## config.mk

```make
export PLATFORM = sky130hd
export DESIGN_NAME = ipv6_text_address_parser
export DESIGN_NICKNAME = d
export VERILOG_FILES = /design/src/rtl/ipv6tp_pkg.sv /design/src/rtl/ipv6tp_front.sv /design/src/rtl/ipv6tp_fifo.sv /design/src/rtl/ipv6tp_back.sv /design/src/rtl/ipv6_text_address_parser.sv
export SDC_FILE = /design/constraint.sdc
export NUM_CORES = 1
export LEC_CHECK = 0
export BUFFER_PORTS_ARGS = -buffer_cell sky130_fd_sc_hd__buf_2
export CORE_AREA = 2 2 267 269
export CTS_CLUSTER_DIAMETER = 60
export DETAILED_ROUTE_END_ITERATION = 8
export DIE_AREA = 0 0 269 271
export PLACE_DENSITY_LB_ADDON = 0.2
export SYNTH_ARGS = -nofsm -noshare
export SYNTH_HDL_FRONTEND = slang
export SYNTH_SLANG_ARGS = --single-unit
```

## constraint.sdc

```tcl
create_clock -name clk -period 8.3 [get_ports clk]
set_clock_uncertainty 0.05 [all_clocks]
set_input_delay 0.415 -clock clk [delete_from_list [all_inputs] [get_ports clk]]
set_output_delay 0.415 -clock clk [all_outputs]
set_load 0.02 [all_outputs]
```

## src/rtl/ipv6tp_pkg.sv

```systemverilog
// shared types and constants for the ipv6 text address parser
`default_nettype none

package ipv6tp_pkg;

  localparam int NumGroups = 8;
  localparam int MaxDigits = 4;
  localparam int QueueDepth = 2;
  localparam logic [7:0] ColonCode = 8'h3a;

  typedef struct packed {
    logic             ok;
    logic [3:0]       n;
    logic [3:0]       k;
    logic [7:0][15:0] grp;
  } ipv6tp_rec_t;

endpackage

`default_nettype wire

```

## src/rtl/ipv6tp_front.sv

```systemverilog
// character front end: group building, gap tracking and error checks
`default_nettype none

module ipv6tp_front import ipv6tp_pkg::*; (
  input  wire logic        clk,
  input  wire logic        rst_n,
  input  wire logic        acc,
  input  wire logic [7:0]  char_code,
  input  wire logic        last,
  output ipv6tp_rec_t      rec,
  output logic             rec_vld
);

  logic [7:0][15:0] grp_r, grp_nxt;
  logic [3:0]  gdone_r, gdone_nxt;
  logic [15:0] accum_r, accum_nxt;
  logic [2:0]  digits_r, digits_nxt;
  logic [3:0]  gap_place_r, gap_place_nxt;
  logic        gap_seen_r, gap_seen_nxt;
  logic        failed_r, failed_nxt;
  logic        at_start_r, at_start_nxt;
  logic        lead_r, lead_nxt;

  logic        is_dec, is_lc, is_uc, is_hex, is_colon;
  logic [3:0]  hex_val;
  logic        take, push_req;
  logic [3:0]  k_raw;

  assign is_dec   = (char_code >= 8'h30) && (char_code <= 8'h39);
  assign is_lc    = (char_code >= 8'h61) && (char_code <= 8'h66);
  assign is_uc    = (char_code >= 8'h41) && (char_code <= 8'h46);
  assign is_hex   = is_dec || is_lc || is_uc;
  assign is_colon = (char_code == ColonCode);
  assign hex_val  = is_dec ? char_code[3:0] : (char_code[3:0] + 4'd9);

  always_comb begin
    grp_nxt       = grp_r;
    gdone_nxt     = gdone_r;
    accum_nxt     = accum_r;
    digits_nxt    = digits_r;
    gap_place_nxt = gap_place_r;
    gap_seen_nxt  = gap_seen_r;
    failed_nxt    = failed_r;
    lead_nxt      = lead_r;
    at_start_nxt  = 1'b0;
    take          = 1'b0;
    push_req      = 1'b0;
    k_raw         = 4'(NumGroups);
    rec           = '0;
    rec_vld       = acc && last;

    if (!failed_r) begin
      if (at_start_r) begin
        if (is_colon) begin
          lead_nxt = 1'b1;
          if (last) failed_nxt = 1'b1;
        end else begin
          take = 1'b1;
        end
      end else if (lead_r) begin
        lead_nxt = 1'b0;
        if (!is_colon) failed_nxt = 1'b1;
        else take = 1'b1;
      end else begin
        take = 1'b1;
      end
    end

    if (take) begin
      if (is_hex) begin
        if (digits_r >= 3'(MaxDigits)) begin
          failed_nxt = 1'b1;
        end else begin
          accum_nxt  = {accum_r[11:0], hex_val};
          digits_nxt = digits_r + 3'd1;
        end
      end else if (is_colon) begin
        if (digits_r == 3'd0) begin
          if (gap_seen_r) begin
            failed_nxt = 1'b1;
          end else begin
            gap_seen_nxt  = 1'b1;
            gap_place_nxt = gdone_r;
          end
        end else if (last) begin
          failed_nxt = 1'b1;
        end else begin
          push_req = 1'b1;
        end
      end else begin
        failed_nxt = 1'b1;
      end
    end

    if (last && !failed_nxt && (digits_nxt != 3'd0)) push_req = 1'b1;

    if (push_req) begin
      if (gdone_r >= 4'(NumGroups)) begin
        failed_nxt = 1'b1;
      end else begin
        grp_nxt[gdone_r[2:0]] = accum_nxt;
        gdone_nxt  = gdone_r + 4'd1;
        accum_nxt  = '0;
        digits_nxt = '0;
      end
    end

    if (last) begin
      if (!failed_nxt && gap_seen_nxt && (gdone_nxt >= 4'(NumGroups))) failed_nxt = 1'b1;
      if (!failed_nxt && !gap_seen_nxt && (gdone_nxt != 4'(NumGroups))) failed_nxt = 1'b1;
      if (gap_seen_nxt) k_raw = gap_place_nxt;
      rec.ok  = !failed_nxt;
      rec.n   = gdone_nxt;
      rec.k   = (k_raw > gdone_nxt) ? gdone_nxt : k_raw;
      rec.grp = grp_nxt;

      grp_nxt       = '0;
      gdone_nxt     = '0;
      accum_nxt     = '0;
      digits_nxt    = '0;
      gap_place_nxt = '0;
      gap_seen_nxt  = 1'b0;
      failed_nxt    = 1'b0;
      lead_nxt      = 1'b0;
      at_start_nxt  = 1'b1;
    end
  end

  always_ff @(posedge clk) begin
    if (!rst_n) begin
      grp_r       <= '0;
      gdone_r     <= '0;
      accum_r     <= '0;
      digits_r    <= '0;
      gap_place_r <= '0;
      gap_seen_r  <= 1'b0;
      failed_r    <= 1'b0;
      at_start_r  <= 1'b1;
      lead_r      <= 1'b0;
    end else if (acc) begin
      grp_r       <= grp_nxt;
      gdone_r     <= gdone_nxt;
      accum_r     <= accum_nxt;
      digits_r    <= digits_nxt;
      gap_place_r <= gap_place_nxt;
      gap_seen_r  <= gap_seen_nxt;
      failed_r    <= failed_nxt;
      at_start_r  <= at_start_nxt;
      lead_r      <= lead_nxt;
    end
  end

endmodule

`default_nettype wire

```

## src/rtl/ipv6tp_fifo.sv

```systemverilog
// short record queue between front end and expansion stage
`default_nettype none

module ipv6tp_fifo import ipv6tp_pkg::*; #(
  parameter int Depth = QueueDepth
) (
  input  wire logic        clk,
  input  wire logic        rst_n,
  input  wire logic        wr,
  input  wire ipv6tp_rec_t wdata,
  output logic             full,
  input  wire logic        rd,
  output ipv6tp_rec_t      rdata,
  output logic             empty
);

  localparam int PW = (Depth > 1) ? $clog2(Depth) : 1;
  localparam int CW = $clog2(Depth + 1);

  ipv6tp_rec_t    mem [Depth];
  logic [PW-1:0]  wp_r, wp_nxt, rp_r, rp_nxt;
  logic [CW-1:0]  cnt_r, cnt_nxt;
  logic           do_wr, do_rd;

  assign full  = (cnt_r == CW'(Depth));
  assign empty = (cnt_r == '0);
  assign do_wr = wr && !full;
  assign do_rd = rd && !empty;
  assign rdata = mem[rp_r];

  always_comb begin
    wp_nxt  = wp_r;
    rp_nxt  = rp_r;
    cnt_nxt = cnt_r;
    if (do_wr) wp_nxt = (wp_r == PW'(Depth - 1)) ? '0 : wp_r + PW'(1);
    if (do_rd) rp_nxt = (rp_r == PW'(Depth - 1)) ? '0 : rp_r + PW'(1);
    if (do_wr && !do_rd) cnt_nxt = cnt_r + CW'(1);
    if (!do_wr && do_rd) cnt_nxt = cnt_r - CW'(1);
  end

  always_ff @(posedge clk) begin
    if (!rst_n) begin
      wp_r  <= '0;
      rp_r  <= '0;
      cnt_r <= '0;
    end else begin
      wp_r  <= wp_nxt;
      rp_r  <= rp_nxt;
      cnt_r <= cnt_nxt;
    end
  end

  always_ff @(posedge clk) begin
    if (do_wr) mem[wp_r] <= wdata;
  end

endmodule

`default_nettype wire

```

## src/rtl/ipv6tp_back.sv

```systemverilog
// gap expansion and result output register
`default_nettype none

module ipv6tp_back import ipv6tp_pkg::*; (
  input  wire logic         clk,
  input  wire logic         rst_n,
  input  wire ipv6tp_rec_t  rec,
  input  wire logic         q_empty,
  output logic              q_rd,
  output logic              empty,
  input  wire logic         pop,
  output logic              valid_res,
  output logic [63:0]       addr_high,
  output logic [63:0]       addr_low
);

  logic         vld_r;
  logic         ok_r;
  logic [127:0] addr_r, addr_nxt;
  logic [3:0]   fill;
  logic [4:0]   gap_end;
  logic [2:0]   src;

  assign fill    = 4'(NumGroups) - rec.n;
  assign gap_end = {1'b0, rec.k} + {1'b0, fill};
  assign q_rd    = !q_empty && (!vld_r || pop);

  always_comb begin
    addr_nxt = '0;
    src      = '0;
    for (int i = 0; i < NumGroups; i++) begin
      src = 3'(i - int'(fill));
      if (i < int'(rec.k)) begin
        addr_nxt[(NumGroups-1-i)*16 +: 16] = rec.grp[i];
      end else if (i >= int'(gap_end)) begin
        addr_nxt[(NumGroups-1-i)*16 +: 16] = rec.grp[src];
      end
    end
    if (!rec.ok) addr_nxt = '0;
  end

  always_ff @(posedge clk) begin
    if (!rst_n) begin
      vld_r <= 1'b0;
    end else if (q_rd) begin
      vld_r <= 1'b1;
    end else if (pop) begin
      vld_r <= 1'b0;
    end
  end

  always_ff @(posedge clk) begin
    if (q_rd) begin
      ok_r   <= rec.ok;
      addr_r <= addr_nxt;
    end
  end

  assign empty     = !vld_r;
  assign valid_res = ok_r;
  assign addr_high = addr_r[127:64];
  assign addr_low  = addr_r[63:0];

endmodule

`default_nettype wire

```

## src/rtl/ipv6_text_address_parser.sv

```systemverilog
// top level of the ipv6 text address parser
// Takes one ASCII character per beat and, on the beat flagged last, queues one
// result: a valid flag and the 128-bit address (zero when the text is rejected),
// with any '::' gap expanded to zero groups. A new character is accepted every
// cycle while full is low; full rises only when the record queue between the
// character front end and the expansion stage holds QDEPTH finished addresses
// that have not moved on to the output register. A queued result is loaded into
// the output register when that register is free or being popped. Dotted IPv4
// tails are rejected.
`default_nettype none

module ipv6_text_address_parser import ipv6tp_pkg::*; #(
  parameter int QDEPTH = QueueDepth
) (
  input  wire logic        clk,
  input  wire logic        rst_n,
  input  wire logic        push,
  output logic             full,
  input  wire logic [7:0]  in_char_code,
  input  wire logic        in_last,
  output logic             empty,
  input  wire logic        pop,
  output logic             out_valid_res,
  output logic [63:0]      out_addr_high,
  output logic [63:0]      out_addr_low
);

  ipv6tp_rec_t f_rec, q_rec;
  logic        f_rec_vld;
  logic        q_empty, q_rd;
  logic        in_acc;

  assign in_acc = push && !full;

  ipv6tp_front u_front (
    .clk       (clk),
    .rst_n     (rst_n),
    .acc       (in_acc),
    .char_code (in_char_code),
    .last      (in_last),
    .rec       (f_rec),
    .rec_vld   (f_rec_vld)
  );

  ipv6tp_fifo #(.Depth(QDEPTH)) u_fifo (
    .clk   (clk),
    .rst_n (rst_n),
    .wr    (f_rec_vld),
    .wdata (f_rec),
    .full  (full),
    .rd    (q_rd),
    .rdata (q_rec),
    .empty (q_empty)
  );

  ipv6tp_back u_back (
    .clk       (clk),
    .rst_n     (rst_n),
    .rec       (q_rec),
    .q_empty   (q_empty),
    .q_rd      (q_rd),
    .empty     (empty),
    .pop       (pop),
    .valid_res (out_valid_res),
    .addr_high (out_addr_high),
    .addr_low  (out_addr_low)
  );

endmodule

`default_nettype wire

```

### Yosys cells after proc, flatten, opt, wreduce, memory -nomap -nowiden

Memories as Yosys holds them, arrays and structs flattened. A register that Yosys moved wholly into a read port is not among the register bits.
Cells that the tools add are included.

| storage, ports and cells | value |
|---|---|
| bits in registers | 293 |
| RAM bits | 274 |
| bits of input ports | 13 |
| output and inout port bits | 131 |
| logic and storage cells | 230 |
| memories | 1 |

| cells by class | value |
|---|---|
| $add $sub $neg | 17 |
| order comparisons | 36 |
| equality and inequality tests | 5 |
| mux-type cells | 113 |
| reduce and logical (&&, ||, !) cells | 36 |

Memory list:

| name | depth | width | rd ports | clocked after memory_dff | write ports | RTL line | RTL |
|---|---|---|---|---|---|---|---|
| u_fifo.mem | 2 | 137 | 1 | 1 | 1 | ipv6tp_fifo.sv:20 | `ipv6tp_rec_t mem [Depth];` |

Operators by type and width:

| cell | number |
|---|---|
| 2-to-1 mux 16 bit | 31 |
| binary-select mux 16 bit (select 3 bit) | 8 |
| 2-to-1 mux 128 bit | 3 |
| 2-to-1 mux 137 bit | 1 |
| bitwise mux 128 bit | 1 |
| 2-to-1 mux 4 bit | 13 |
| demux 16 bit (select 3 bit) | 1 |
| 2-to-1 mux 1 bit | 47 |
| less-than comparator 3 x 4 -> 1 bit, second input constant | 9 |
| greater-or-equal comparator 3 x 5 -> 1 bit, first input constant | 4 |
| 2-to-1 mux 3 bit | 6 |
| logical AND 1 bit | 17 |
| greater-or-equal comparator 8 x 7 -> 1 bit, second input constant | 2 |
| less-or-equal comparator 8 x 7 -> 1 bit, second input constant | 2 |
| less-than comparator 3 x 4 -> 1 bit, first input constant | 4 |
| subtractor 3 bit, first input constant | 4 |
| greater-or-equal comparator 1 x 5 -> 1 bit, first input constant | 2 |
| greater-or-equal comparator 2 x 5 -> 1 bit, first input constant | 2 |
| logical NOT 1 bit | 10 |
| == test 8 x 6 -> 1 bit, second input constant | 1 |
| greater-or-equal comparator 4 bit, second input constant | 2 |
| greater-or-equal comparator 8 x 6 -> 1 bit, second input constant | 1 |
| less-or-equal comparator 8 x 6 -> 1 bit, second input constant | 1 |
| less-than comparator 1 x 4 -> 1 bit, first input constant | 2 |
| other kinds (25) | 33 |

### Depth between registers and ports, before layout

Gate-level depths: netlist of run 1.

| depth | value |
|---|---|
| word-level depth | 27 |
| gate-level depth with buffers | 19 |
| mapped depth without buffers | 19 |

### Cells and area by module

A second synthesis of run 1 with hierarchy kept.

| unflattened totals | value |
|---|---|
| cells, all modules | 2,724 |
| area total of the unflattened synthesis | 30,235.2 um2 |

By module, submodules not included:

| module | instances | cells each | area each (um2) | seq. area each (um2) |
|---|---|---|---|---|
| ipv6tp_back | 1 | 953 | 10,138.5 | 3,893.7 |
| ipv6tp_fifo | 1 | 452 | 10,082.2 | 8,328.0 |
| ipv6tp_front | 1 | 1,318 | 10,000.8 | 3,183.1 |
| ipv6_text_address_parser | 1 | 1 | 13.8 | 0.0 |

### Least setup slack after synthesis of run 1

No wires, ideal clock.

| path | value |
|---|---|
| path kind | register to register |
| start point | register u_back.vld_r |
| end point | register u_fifo.cnt_r[1] |
| library setup time | 70 ps |
| arrival time | 7,408 ps |
| data required time | 8,180 ps |
| path slack | 771 ps |
| cell stages (with the launch flop) | 7 |
| buffers on the path | 0 |
| period minus slack after synthesis | 7,529 ps |
| cell sequence | dfxtp_1 -> inv_1 -> nor2_1 -> nor2_1 -> ha_1 -> or3_1 -> a21oi_1 |

| between the ends | value |
|---|---|
| cells in the longest elaborated chain, start to end | 7 |
| elaborated cells on any way between the ends | 9 |
| classes of those cells | mux: 1; reduce/logical: 8 |

RTL lines:

| element | RTL line | RTL |
|---|---|---|
| start: declaration | ipv6tp_back.sv:17 | `logic vld_r;` |
| start signal: assignment | ipv6tp_back.sv:44 | `vld_r <= 1'b0;` |
| start signal: assignment | ipv6tp_back.sv:46 | `vld_r <= 1'b1;` |
| start signal: assignment | ipv6tp_back.sv:48 | `vld_r <= 1'b0;` |
| logical NOT 1 bit * | -- |  |
| named net empty | ipv6_text_address_parser.sv:21 | `output logic empty,` |
| logical OR 1 bit * | ipv6tp_back.sv:26 | `assign q_rd = !q_empty && (!vld_r \|\| pop);` |
| logical AND 1 bit * | ipv6tp_back.sv:26 |  |
| named net q_rd | ipv6_text_address_parser.sv:30 | `logic q_empty, q_rd;` |
| logical AND 1 bit * | ipv6tp_fifo.sv:28 | `assign do_rd = rd && !empty;` |
| logical NOT 1 bit | ipv6tp_fifo.sv:37 | `if (do_wr && !do_rd) cnt_nxt = cnt_r + CW'(1);` |
| logical AND 1 bit | ipv6tp_fifo.sv:37 |  |
| nonzero test 2 bit (no line) | -- |  |
| end signal: assignment | ipv6tp_fifo.sv:49 | `cnt_r <= cnt_nxt;` |
| end: declaration | ipv6tp_fifo.sv:22 | `logic [CW-1:0] cnt_r, cnt_nxt;` |

Mark *: on every way through the listed nets, which the timed path passes. The rest lies on a longest branch.
A chain may end at the register's enable or synchronous reset.

==> metrics, run 1 <==
Starting Density=44.8%; ANT nets after route=0; # port buffers=143; routed wire length=a little over 100000 um; FP Rows=97; Worst-Skew Late Latency=0.62 ns; Die H=between 200 and 300 um; Pleak=12.5 nW; initial antenna violation count=4; core region area=0.0698 mm^2; relative slew slack=22.1%; Via density=5.98; CTS Sinks=568; delay-heaviest family, CP=simple AND/OR/NAND/NOR gates; DRC=0; CTS tree=built; Startpoint Class=register; setup violators final=0; Horiz. Die Dim=269 um; cell mode on critical path=mux2i_1; final period utilization=64.5%; minimum clock period=5.36 ns; Critical Path RT=8.70 ns; Yosys top cell by area=edfxtp_1; status=completed; Nets=3181; Total Routing Usage GR=27.3%; detailed-route via count=approximately 25000; synth warn=0; RSZ-0062 raised after global routing=no; Mapped Area=0.0313 mm^2; Max clock buf depth=3; Critical Path Fanout Max=~130; register area share after synthesis=49.3%; reg2reg start=u_fifo.mem[0][132]; Reg2Reg Setup Slack=2.94 ns; Syn-to-layout area delta=12.5%; layout cells sized above 1=a little under a fifth; worst min path class=in2reg; HPWL Detailed=roughly 73000 um; PD cells=306 mW/mm^2; Reg clk slew, reported paths=0.06 ns; most common library cell in the layout ignoring fill and taps=nand2_1; Synth Flop Type=edfxtp_1; Max Clock Freq=roughly 0.19 GHz; post-synth cell types=67; Pre-antenna DRT Iters=6; CTS root buf=clkbuf_16; WL/cell=approximately 24 um; Seq cells post-synth=568; Area contributors post-synth=edfxtp_1 39%, mux2i_1 12%, dfxtp_1 11%; most frequent cells in the layout=727 x nand2_1, 403 x edfxtp_1, 381 x mux2i_1, 241 x mux2_2, 234 x o21ai_0; EDFF count, synth=403; Worst-Margin Slew=1.17 ns; Die ar.=0.0729 mm^2; final hold violations=0; CP max stage cell=ha_2; H-tree level count=3; WP buf/inv=1; largest net degree at the start of global routing=236; Crit. End Element=register; post-CTS setup buffers=0; CTS resizes=0; asr flop ratio synth=0%; n_diodes=0; first-pass GRT wire length=148000 um; CTS Buf Count=68; Yosys top cell area share=38.7%; Mapped Cells=3116; VDD IR max=358 uV; Critical Path Source=u_fifo.mem[0][132]; routability cong.=0.922; setup TNS=0 ns; Synth Net Count=3148; CP Cell Sequence=buf_12 > mux2i_1 > ha_2 > ha_1 > a21oi_1 > nor2b_1 > mux2i_1 > nand2_1 > or2_2 > nor3_4 > a32oi_1 > nor2_1; CP arrival=around 5.8 ns; max-slew violation count=0; vias in the first global route=22600; number of top-level pins=144; Initial DRC Count=3376; Synth Area per Inst=~10 um^2; Max-Cap Viols=0; Min Hold Slack=0.104 ns; CTS Hold Bufs=0; CP max stage delay=1.12 ns; Hold Path Origin=pop; GR Overflow Total=0; critical path class=reg2reg
[report_power, final]
group / internal (mW) / switching [mW] / total (mW)
clock: 1.90 / 1.23 / 3.14
combinational: 1.15 / 2.67 / 3.82
sequential: 3.57 / 0.227 / 3.80
[cell families after synthesis]
kind of cell	synth area share, %
and+or+nand+nor	13.9
muxes	21.0
DFF	49.3
AOI/OAI and AO/OA	11.3
buffers and inverters	3.20
adders and majority gates	0.784
xor gates and xnor gates	0.500
[final timing paths]
| path | to | cells past startpoint |
|---|---|---|
| setup / recovery | u_back.addr_r[119] | 12 |
| hold / removal | u_back.vld_r | 4 |
| hold reg to reg | u_front.grp_r[76] | 2 |
| setup reg to reg | u_back.addr_r[119] | 12 |
[metrics by stage]
step / worst slack, ns / cells / util [%] / cell area, um^2 / power (mW)
6_report: 2.94 / 4142 / 50.4 / 35200 / 10.8
5_1_grt: 2.67 / 4142 / 50.4 / 35200 / 11.2
4_1_cts: 2.77 / 4142 / 50.4 / 35200 / 10.7
3_5_place_dp: 2.78 / 4019 / 47.0 / 32800 / 7.60
3_3_place_gp: 2.91 / 4019 / 47.0 / 32800 / 7.57
2_1_floorplan: 0.771 / 3116 / - / 31300 / 6.32
[registers in the layout, indices dropped and copies added, names as in the netlist, 2 cells and up, named ones only]
name	count
u_fifo.cnt_r	2
u_front.digits_r	3
u_front.gdone_r	4
u_front.grp_r	128
u_front.gap_place_r	4
u_front.accum_r	16
u_fifo.mem	274
u_back.addr_r	128
[Yosys cell counts (4+ instances only)]
library cell / number
o311ai_0: 6
buf_4: 6
buf_2: 16
clkbuf_1: 181
nor2b_1: 6
xnor2_1: 9
o31ai_1: 7
a32oi_1: 98
a21oi_1: 110
nand2b_1: 7
buf_1: 24
dfxtp_1: 165
clkinv_1: 4
a22oi_1: 15
a31oi_1: 38
and2_1: 6
nand4_1: 10
edfxtp_1: 403
a211oi_1: 14
nand3_1: 34
a21o_1: 8
mux2i_1: 384
mux2_2: 241
nand2_1: 727
nor3_2: 11
ha_1: 18
o21ai_0: 234
nor3_1: 16
a22o_1: 7
nor2_1: 232
inv_1: 20
xor2_1: 7
[worst min-delay path: stages]
cell and delay [ns]:
buf_2 0.07, nor2_1 0.06, nor3_1 0.13, nor2_1 0.05
[layer usage]
metal	wire [um]	track usage [%]	vias to the layer above
li1	-	-	11300
met4	1240	4.87	0
met1	47700	43.1	12200
met3	10200	5.05	84
met2	42000	38.6	1169
met5	0	0	-
[layout make-up]
type                            instances  area, um^2
Sequential cell                       568       15400
Inverter                               25        93.8
Timing Repair Buffer                  191        1100
Tap cell                              940        1180
Fill cell                            6259       34600
Clock buffer                           86        1880
Clock inverter                         37         483
Multi-Input combinational cell       2295       15000
(Power assumes the default switching activity.)
==> inputs of run 2 (changes only) <==
==> constraint.sdc (replaced) <==
create_clock -name clk -period 5.05 [get_ports clk]
set_clock_uncertainty 0.05 [all_clocks]
set_input_delay 0.2525 -clock clk [delete_from_list [all_inputs] [get_ports clk]]
set_output_delay 0.2525 -clock clk [all_outputs]
set_load 0.02 [all_outputs]
==> run 2 against run 1 <==
  * Via count increased by 1.1%
  * Power increased by 63%
  * Cell area about the same
  * Global-route usage increased by 0.45 points
  * Clock-buffer cell count unchanged
  * Critical endpoint is now u_fifo.mem[0][130]
  * Highest routed layer unchanged
==> metrics, run 2 (synthesis results as in run 1) <==
Total Routing Usage GR=27.7% (+0.45 points); most common library cell in the layout ignoring fill and taps=nand2_1; DRC=0 (unchanged); final design utilization=50.4% (about the same); RSZ-0062 raised after global routing=no; Worst-Skew Late Latency=0.61 ns (about the same); Syn-to-layout area delta=12.5% (about the same); Reg2Reg Setup Slack=0.69 ns (-2.25 ns); crit path to=u_fifo.mem[0][130]; Die ar.=0.0729 mm^2 (unchanged); critical path class=reg2reg; detailed-route via count=25100 (+1.1%); Reg2Reg Depth=18 (+6); CP max stage cell=a21oi_1; biggest regs=u_fifo.mem x274, u_back.addr_r x128, u_front.grp_r x128; Die H=271 um (unchanged); HPWL Detailed=72400 um (-1.1%); core region area=0.0698 mm^2 (unchanged); FP Rows=97 (unchanged); ANT nets after route=0 (unchanged); layout cells sized above 1=19.0% (+0.085 points); CP arrival=4.72 ns (-1.04 ns); cell mode on critical path=inv_1; CTS root buf=clkbuf_16; Pre-antenna DRT Iters=6 (unchanged); PD cells=498 mW/mm^2 (+63%); Critical Path Fanout Max=8 (-94%); Critical Path RT=5.42 ns (-3.28 ns); max-slew violation count=0 (unchanged); Critical Path Source=u_front.digits_r[0]; Crit. End Element=register; Max clock buf depth=3 (unchanged); routability cong.=0.926 (+0.52%); WP buf/inv=3 (+2); final hold violations=0 (unchanged); Crit path depth=18 (+6); final period utilization=86.2% (+22 points); largest net degree at the start of global routing=206 (-13%); GR Overflow Total=0 (unchanged); relative slew slack=14.4% (-7.7 points); reg2reg start=u_front.digits_r[0]; Starting Density=44.8% (unchanged); Via density=6.03 (+0.75%); CTS Buf Count=67 (-1.5%); Max-Cap Viols=0 (unchanged); final cell count without fillers=4156 (+0.34%); Nets=3191 (+0.31%); CP max stage delay=0.49 ns (-0.63 ns); worst min path class=in2reg; initial antenna violation count=3 (-1); minimum clock period=4.36 ns (-1.00 ns); max reg flops=274 (unchanged); CP Cell Sequence=inv_1 > ha_1 > nor2b_1 > mux2_2 > nor4b_2 > or2_2 > nand3_2 > a21oi_1 > o21ai_0 > inv_1 > ha_1 > nor2b_1 > o21ai_0 > nand2b_1 > a21oi_1 > a41o_1 > inv_1 > a211oi_1; first-pass GRT wire length=151000 um (+2.1%); r2r endpoint=u_fifo.mem[0][130]; Worst-Margin Slew=1.28 ns (+0.110 ns); delay-heaviest family, CP=compound AO/OA/AOI/OAI gates; Initial DRC Count=3091 (-8.4%); number of top-level pins=144 (unchanged); VDD IR max=385 uV (+7.6%); Placed Cells incl. Taps=4029 (+0.25%); Pleak=12.5 nW (about the same); Max Clock Freq=0.230 GHz (+23%); # port buffers=143 (unchanged); Startpoint Class=register; setup violators final=0 (unchanged); routed wire length=103000 um (+1.8%); Reg clk slew, reported paths=0.06 ns (about the same); most frequent cells in the layout=727 x nand2_1, 403 x edfxtp_1, 381 x mux2i_1, 241 x mux2_2, 234 x o21ai_0; H-tree level count=3 (unchanged); register name with the most flops=u_fifo.mem; CTS tree=built; Fillers=6316 (+0.91%); vias in the first global route=22700 (+0.66%); status=completed; WL/cell=24.8 um (+1.5%); CTS Sinks=568 (unchanged); Horiz. Die Dim=269 um (unchanged)
## run 2: changes by cell type in the layout (fill, tap and decap cells not counted), moves of 2 or more
cell       previous run  this run
buf_12                2         5
buf_4                47        54
bufinv_16             9         6
clkbuf_1              7        12
clkbuf_8              6         4
clkinv_2              6        12
diode_2               0         2
## run 2: stage by stage
| step | cell area [um^2] | setup WS (ns) | TNS [ns] | hold WS, ns | total power, mW |
|---|---|---|---|---|---|
| finish | 35200 | 0.695 | 0 | 0.129 | 17.5 |
| global route | 35200 | 0.353 | 0 | 0.147 | 18.2 |
| CTS | 35200 | 0.808 | 0 | 0.105 | 17.4 |
| detailed placement | 32900 | 0.603 | 0 | 0.392 | 12.5 |
| global placement | 32900 | 0.693 | 0 | 0.384 | 12.4 |
| floorplan | 31300 | -0.143 | -0.143 | 0.375 | 10.3 |
## run 2: tightest hold or removal path: stages
cell and delay, ns:
buf_2 0.23, nand3_1 0.13, o311ai_0 0.10
## run 2: worst min path at each step
stage / startpoint / depth (start not counted) / slack (ns) / to
after floorplan: u_front.grp_r[0] / 2 / 0.37 / u_front.grp_r[0]
after detailed placement: u_front.grp_r[15] / 2 / 0.39 / u_front.grp_r[15]
final: rst_n / 3 / 0.13 / u_front.grp_r[109]
after global placement: u_front.grp_r[14] / 2 / 0.38 / u_front.grp_r[14]
after global routing: rst_n / 3 / 0.15 / u_front.grp_r[109]
after CTS: rst_n / 3 / 0.11 / u_front.grp_r[109]
## run 2: repair_timing
action | 4_1_cts | 5_1_grt
hold buffers | 1 | 0
resized for setup | 0 | 0
buffers inserted | 0 | 0
setup endpoints to repair | 0 | 0
endpoints found under the hold margin | 1 | 0
## run 2: per-layer routing
metal | global-route usage (%) | wire (um) | up-vias | share of wire (%)
li1 | - | - | 11400 | -
met1 | 44.5 | 49300 | 12300 | 48
met2 | 38.1 | 42000 | 1237 | 41
met3 | 4.69 | 9740 | 134 | 9.5
met4 | 6.49 | 1950 | 0 | 1.9
met5 | 0 | 0 | - | 0
## run 2: power breakdown
| group | internal [mW] | leakage (nW) | switching (mW) |
|---|---|---|---|
| Sequential | 5.86 | 5.16 | 0.340 |
| Clock | 2.91 | 1.09 | 2.04 |
| Combinational | 1.91 | 6.25 | 4.45 |
| Total | 10.7 | 12.5 | 6.83 |
## run 2: area by class of cell
type | count | area, um^2 | area share, %
multi-input cells | 2295 | 15000 | 42.7
repair buffers | 202 | 1230 | 3.49
clock buffers | 86 | 1830 | 5.22
flip-flops and latches | 568 | 15400 | 43.8
inverters | 25 | 93.8 | 0.267
diodes | 2 | 5.00 | 0.0142
well taps | 940 | 1180 | 3.34
clock inverters | 38 | 403 | 1.15
